===== config.mk =====
export PLATFORM = sky130hd
export DESIGN_NAME = integer_lifo_stack
export DESIGN_NICKNAME = d
export VERILOG_FILES = /design/src/hw/rtl/ils_pkg.sv /design/src/hw/rtl/ils_cell.sv /design/src/hw/rtl/ils_chain.sv /design/src/hw/rtl/integer_lifo_stack.sv
export SDC_FILE = /design/constraint.sdc
export NUM_CORES = 2
export LEC_CHECK = 0
export BUFFER_PORTS_ARGS = -buffer_cell sky130_fd_sc_hd__buf_4
export CAP_MARGIN = 20
export CORE_MARGIN = 5
export CORE_UTILIZATION = 57
export DETAILED_ROUTE_END_ITERATION = 8
export PLACE_DENSITY = 0.7
export SYNTH_ARGS = -nofsm -noshare
export SYNTH_HDL_FRONTEND = slang
export SYNTH_HIERARCHICAL = 1
export SYNTH_SLANG_ARGS = --single-unit
export TNS_END_PERCENT = 10

===== constraint.sdc =====
create_clock -name clk -period 12.95 [get_ports clk]
set_input_delay 2.59 -clock clk [delete_from_list [all_inputs] [get_ports clk]]
set_output_delay 2.59 -clock clk [all_outputs]
set_load 0.01 [all_outputs]

===== src/hw/rtl/ils_pkg.sv =====
// shared constants, types and helpers for the integer lifo stack
`timescale 1ns / 1ps
`default_nettype none

package ils_pkg;

    localparam int DEPTH      = 64;
    localparam int DATA_WIDTH = 32;
    localparam int WORD_W     = 32;
    localparam int CNT_W      = $clog2(DEPTH + 1);

    localparam logic [1:0] ACT_PUSH  = 2'd0;
    localparam logic [1:0] ACT_POP   = 2'd1;
    localparam logic [1:0] ACT_PEEK  = 2'd2;
    localparam logic [1:0] ACT_CLEAR = 2'd3;

    localparam logic [1:0] ST_OK        = 2'd0;
    localparam logic [1:0] ST_OVERFLOW  = 2'd1;
    localparam logic [1:0] ST_UNDERFLOW = 2'd2;

    typedef logic [DATA_WIDTH-1:0] entry_t;

    typedef struct packed {
        logic push;
        logic pop;
    } ils_shift_t;

    function automatic entry_t to_entry(input logic [WORD_W-1:0] v);
        logic [63:0] ext;
        begin
            ext = {{(64 - WORD_W){v[WORD_W-1]}}, v};
            return ext[DATA_WIDTH-1:0];
        end
    endfunction

    function automatic logic [WORD_W-1:0] from_entry(input entry_t e);
        logic [63:0] ext;
        begin
            ext = 64'(e);
            return ext[WORD_W-1:0];
        end
    endfunction

endpackage

`default_nettype wire


===== src/hw/rtl/ils_cell.sv =====
// one stack cell: holds an entry and takes its neighbor's entry on push or pop
`timescale 1ns / 1ps
`default_nettype none

module ils_cell
    import ils_pkg::*;
(
    input  wire logic       clk,
    input  wire ils_shift_t shift,
    input  wire entry_t     above,
    input  wire entry_t     below,
    output entry_t          entry
);

    entry_t entry_reg;
    entry_t entry_next;

    always_comb
    begin
        priority if (shift.push)
        begin
            entry_next = above;
        end
        else if (shift.pop)
        begin
            entry_next = below;
        end
        else
        begin
            entry_next = entry_reg;
        end
    end

    always_ff @(posedge clk)
    begin
        entry_reg <= entry_next;
    end

    assign entry = entry_reg;

endmodule

`default_nettype wire


===== src/hw/rtl/ils_chain.sv =====
// row of stack cells, top of stack in cell zero
`timescale 1ns / 1ps
`default_nettype none

module ils_chain
    import ils_pkg::*;
(
    input  wire logic       clk,
    input  wire ils_shift_t shift,
    input  wire entry_t     push_entry,
    output entry_t          top
);

    entry_t entries [DEPTH];

    genvar i;
    generate
        for (i = 0; i < DEPTH; i++)
        begin : g_cell
            entry_t above_w;
            entry_t below_w;

            if (i == 0)
            begin : g_first
                assign above_w = push_entry;
            end
            else
            begin : g_mid
                assign above_w = entries[i-1];
            end

            if (i == DEPTH - 1)
            begin : g_last
                assign below_w = '0;
            end
            else
            begin : g_inner
                assign below_w = entries[i+1];
            end

            ils_cell u_cell (
                .clk   (clk),
                .shift (shift),
                .above (above_w),
                .below (below_w),
                .entry (entries[i])
            );
        end
    endgenerate

    assign top = entries[0];

endmodule

`default_nettype wire


===== src/hw/rtl/integer_lifo_stack.sv =====
// bounded lifo stack of signed words built from a shifting row of cells
// the result of an accepted word is held in the output register from the next cycle
// throughput: one word per cycle while req_stall is low, every action shifts the cell row at most once
// the output register frees up in the cycle its result is taken
// reset clears the occupancy register and the output valid; cell contents stay undefined
`timescale 1ns / 1ps
`default_nettype none

module integer_lifo_stack
    import ils_pkg::*;
(
    input  wire logic                     clk,
    input  wire logic                     rst_n,
    input  wire logic                     req_valid,
    output logic                          req_stall,
    input  wire logic [1:0]               action,
    input  wire logic signed [WORD_W-1:0] value,
    output logic                          rsp_valid,
    input  wire logic                     rsp_stall,
    output logic signed [WORD_W-1:0]      data,
    output logic [1:0]                    status,
    output logic [CNT_W-1:0]              count,
    output logic                          empty_res,
    output logic                          full_res
);

    logic             occ_is_empty;
    logic             occ_is_full;
    logic             req_accept;
    ils_shift_t       shift;
    entry_t           top;

    logic [CNT_W-1:0] occ_reg;
    logic [CNT_W-1:0] occ_next;
    logic             rsp_valid_reg;
    logic             rsp_valid_next;
    logic [WORD_W-1:0] data_reg;
    logic [WORD_W-1:0] data_next;
    logic [1:0]       status_reg;
    logic [1:0]       status_next;
    logic [CNT_W-1:0] count_reg;
    logic             empty_reg;
    logic             full_reg;

    assign occ_is_empty = (occ_reg == '0);
    assign occ_is_full  = (occ_reg == CNT_W'(DEPTH));
    assign req_stall    = rsp_valid_reg && rsp_stall;
    assign req_accept   = req_valid && !req_stall;

    always_comb
    begin
        shift       = '0;
        occ_next    = occ_reg;
        data_next   = '0;
        status_next = ST_OK;
        unique case (action)
            ACT_PUSH:
            begin
                if (occ_is_full)
                begin
                    status_next = ST_OVERFLOW;
                end
                else
                begin
                    shift.push = req_accept;
                    occ_next   = occ_reg + CNT_W'(1);
                end
            end
            ACT_POP:
            begin
                if (occ_is_empty)
                begin
                    status_next = ST_UNDERFLOW;
                end
                else
                begin
                    shift.pop = req_accept;
                    occ_next  = occ_reg - CNT_W'(1);
                    data_next = from_entry(top);
                end
            end
            ACT_PEEK:
            begin
                if (occ_is_empty)
                begin
                    status_next = ST_UNDERFLOW;
                end
                else
                begin
                    data_next = from_entry(top);
                end
            end
            ACT_CLEAR:
            begin
                occ_next = '0;
            end
            default:
            begin
                occ_next = occ_reg;
            end
        endcase
    end

    ils_chain u_chain (
        .clk        (clk),
        .shift      (shift),
        .push_entry (to_entry(value)),
        .top        (top)
    );

    always_comb
    begin
        priority if (req_accept)
        begin
            rsp_valid_next = 1'b1;
        end
        else if (!rsp_stall)
        begin
            rsp_valid_next = 1'b0;
        end
        else
        begin
            rsp_valid_next = rsp_valid_reg;
        end
    end

    always_ff @(posedge clk or negedge rst_n)
    begin
        if (!rst_n)
        begin
            occ_reg       <= '0;
            rsp_valid_reg <= 1'b0;
        end
        else
        begin
            rsp_valid_reg <= rsp_valid_next;
            if (req_accept)
            begin
                occ_reg <= occ_next;
            end
        end
    end

    always_ff @(posedge clk)
    begin
        if (req_accept)
        begin
            data_reg   <= data_next;
            status_reg <= status_next;
            count_reg  <= occ_next;
            empty_reg  <= (occ_next == '0);
            full_reg   <= (occ_next == CNT_W'(DEPTH));
        end
    end

    assign rsp_valid = rsp_valid_reg;
    assign data      = data_reg;
    assign status    = status_reg;
    assign count     = count_reg;
    assign empty_res = empty_reg;
    assign full_res  = full_reg;

    a_occ_bound: assert property (@(posedge clk) disable iff (!rst_n)
        occ_reg <= CNT_W'(DEPTH))
        else $error("occupancy above depth");

    a_push_grows: assert property (@(posedge clk) disable iff (!rst_n)
        req_accept && action == ACT_PUSH && !occ_is_full
        |=> occ_reg == $past(occ_reg) + CNT_W'(1))
        else $error("push did not grow the stack");

    a_err_zero: assert property (@(posedge clk) disable iff (!rst_n)
        rsp_valid && (status == ST_UNDERFLOW || status == ST_OVERFLOW) |-> data == '0)
        else $error("error result carries data");

    a_flags: assert property (@(posedge clk) disable iff (!rst_n)
        rsp_valid |-> (empty_res == (count == '0)) && !(empty_res && full_res))
        else $error("flags disagree with count");

endmodule

`default_nettype wire

==> run metrics <==
GRT Util Overall 18.4%; clock slew at reported path FFs 0.06 ns; max reg flops 2048; run status complete, no violations; Final Wtd Congestion 0.754; placed cells 6859; post-synth top area cell edfxtp_1; Setup Viol. Count Final 0; remaining global-route overflow 0; vias in the first global route 42.8k; post-CTS setup buffers 0; Post-CTS Hold Buffers 0; Worst VDD drop 0.000122 V; final WL 173000 um; crit end category flop; Net count, final 4792; post_cts resized 0; Max-cap violations 0; vias per cell 5.58; switching part of the total power 22.2%; Pwr Density 148 mW/mm2; die width 427 um; Hold Crit Class flop to flop; clock buffer count from CTS 210; arrival time worst endpoint 6.58 ns; worst-path maximum fanout 109; Via Count 40.4k; synthesized cell area 0.0989 mm2; sequential cell area 0.0630 mm2; Post-synth top cells edfxtp_1 (2091), mux2_4 (1856), mux2_2 (195); Starting Density 57.1%; standard-cell row count 153; clk buf depth 3; Clk network pwr share 37.9%; die area 0.182 mm2; initial drt markers 3727; Setup TNS 0 ns; Core Region 0.173 mm2; final hold violations 0; leak pwr 37.0 nW; Synth Register Bits 2099; share of power burned in registers 53.4%; I/O Pins 83; Synth Flop Type edfxtp_1; Comb pwr share 8.7%; synth unique cells 54; Routed Antenna Nets 0; final setup margin 6.83 ns; Req. time, crit path 13.41 ns; CTS tree yes; WS Path Type input pin to flop; H-tree level count 4; sequential fraction of the synthesis area 63.7%; multi-input logic area 0.0314 mm2; Finished Layout Cells 7251; Critical Path Source Type input pin; count leader, synth edfxtp_1; Switch Pwr 3.46 mW; Residual DRC 0; fmax 0.163 GHz; Post-DP Area 0.0987 mm2; average size of a mapped cell 21.4 um2; final instance area 0.105 mm2; fillcell total 12.2k; Pre-antenna DRT Iters 5; Async S/R FF share, synth 0.381%; Root Driver clkbuf_16; fin crit share 47.2%; Synthesis Warnings 6; Final Critical Period 6.12 ns; first-pass GRT wire length 262000 um; Clk Latency, worst-skew pair 0.83 ns; Synth Instances 4615; Place WS 6.05 ns; PortBufs 82; DIE HEIGHT 427 um; routed wire length per instance 23.9 um; unrepaired setup endpoints after global routing no; Slew headroom 22.3%; top cells by area, synth edfxtp_1 (63%), mux2_4 (28%), buf_12 (3.9%); post-DP HPWL 110000 um; synthesis-to-layout area growth 6.53%; share of the synthesized area in the top cell type 63.5%; Post-synth EDFFs 2091; fin. max-slew vios 0; Slew @ Worst Pin 1.17 ns; layout cells sized above 1 51.1%; Pint 12.2 mW; clock sink count 2099; largest net degree at the start of global routing 147; initial antenna violation count 0; skew final 0.0213 ns
worst max-delay path, cell delays in order:
cell and delay (ns):
buf_4 0.12, inv_1 0.09, ha_1 0.33, o31ai_4 0.16
nor2_4 0.45, buf_12 0.60, buf_4 0.73, buf_4 0.75
or2_1 0.20, buf_4 0.40
metrics by stage:
stage          util, %  total power [mW]  hold slack, ns
3_3_place_gp      57.0              9.80           0.530
6_report          60.8              15.6           0.544
3_5_place_dp      57.0              9.84           0.530
2_1_floorplan        -              9.54           0.518
5_1_grt           60.8              16.2           0.560
4_1_cts           60.8              15.8           0.545
layer usage:
metal	GRT usage, %	vias to the layer above	part of all wire, %
li1	-	18300	-
met1	25.6	21200	46
met2	30.9	657	49
met3	2.64	222	3.2
met4	4.49	0	2.0
met5	0	-	0
cells by family after synthesis:
kind of cell | share of synthesized area [%]
xor gates and xnor gates | 0.00885
and+or+nand+nor | 0.854
muxes | 30.4
AOI/OAI and AO/OA | 0.253
adders and majority gates | 0.0759
buffers and inverters | 4.73
other | 0.00379
DFF | 63.7
power by group through the flow:
| stage | clock [mW] | sequential, mW | combinational (mW) |
|---|---|---|---|
| global placement | 0 | 8.49 | 1.32 |
| finish | 5.91 | 8.34 | 1.36 |
| global route | 6.37 | 8.38 | 1.44 |
| detailed placement | 0 | 8.49 | 1.35 |
| floorplan | 0 | 8.33 | 1.21 |
| CTS | 6.07 | 8.35 | 1.36 |
cell usage in the layout, fill, tap and decap left out, drive strengths merged, types with 3 or more instances in the layout:
| cell | count |
|---|---|
| a21oi | 5 |
| and2 | 32 |
| buf | 159 |
| bufinv | 16 |
| clkbuf | 273 |
| clkinv | 88 |
| clkinvlp | 4 |
| conb | 32 |
| dfrtp | 8 |
| edfxtp | 2091 |
| ha | 6 |
| inv | 22 |
| mux2 | 2051 |
| mux2i | 3 |
| nand2 | 9 |
| nand2b | 3 |
| nand3 | 5 |
| nor2 | 8 |
| nor3 | 5 |
| o21ai | 5 |
| o31ai | 3 |
| or2 | 65 |
| or3 | 3 |
path summary, 6_finish.rpt:
check,start,to,slack [ns],depth (start not counted)
max in group asynchronous,rst_n,occ_reg[0],11.22,1
min in group asynchronous,rst_n,occ_reg[1],1.58,1
min,u_chain/g_cell[63].u_cell/entry[29],u_chain/g_cell[62].u_cell/entry[29],0.54,1
max,action[1],u_chain/g_cell[17].u_cell/entry[30],6.83,10
min reg2reg,u_chain/g_cell[63].u_cell/entry[29],u_chain/g_cell[62].u_cell/entry[29],0.54,1
max reg2reg,occ_reg[0],u_chain/g_cell[17].u_cell/entry[30],7.89,10
area by class of cell:
| cell class | count | area share, % |
|---|---|---|
| diodes | 1 | 0.00237 |
| clock buffers | 273 | 5.28 |
| clock inverters | 116 | 1.05 |
| inverters | 14 | 0.0499 |
| multi-input cells | 2264 | 29.8 |
| flip-flops and latches | 2099 | 59.8 |
| well taps | 2325 | 2.76 |
| repair buffers | 159 | 1.31 |
Note: power is estimated with default switching activity, not from simulation.
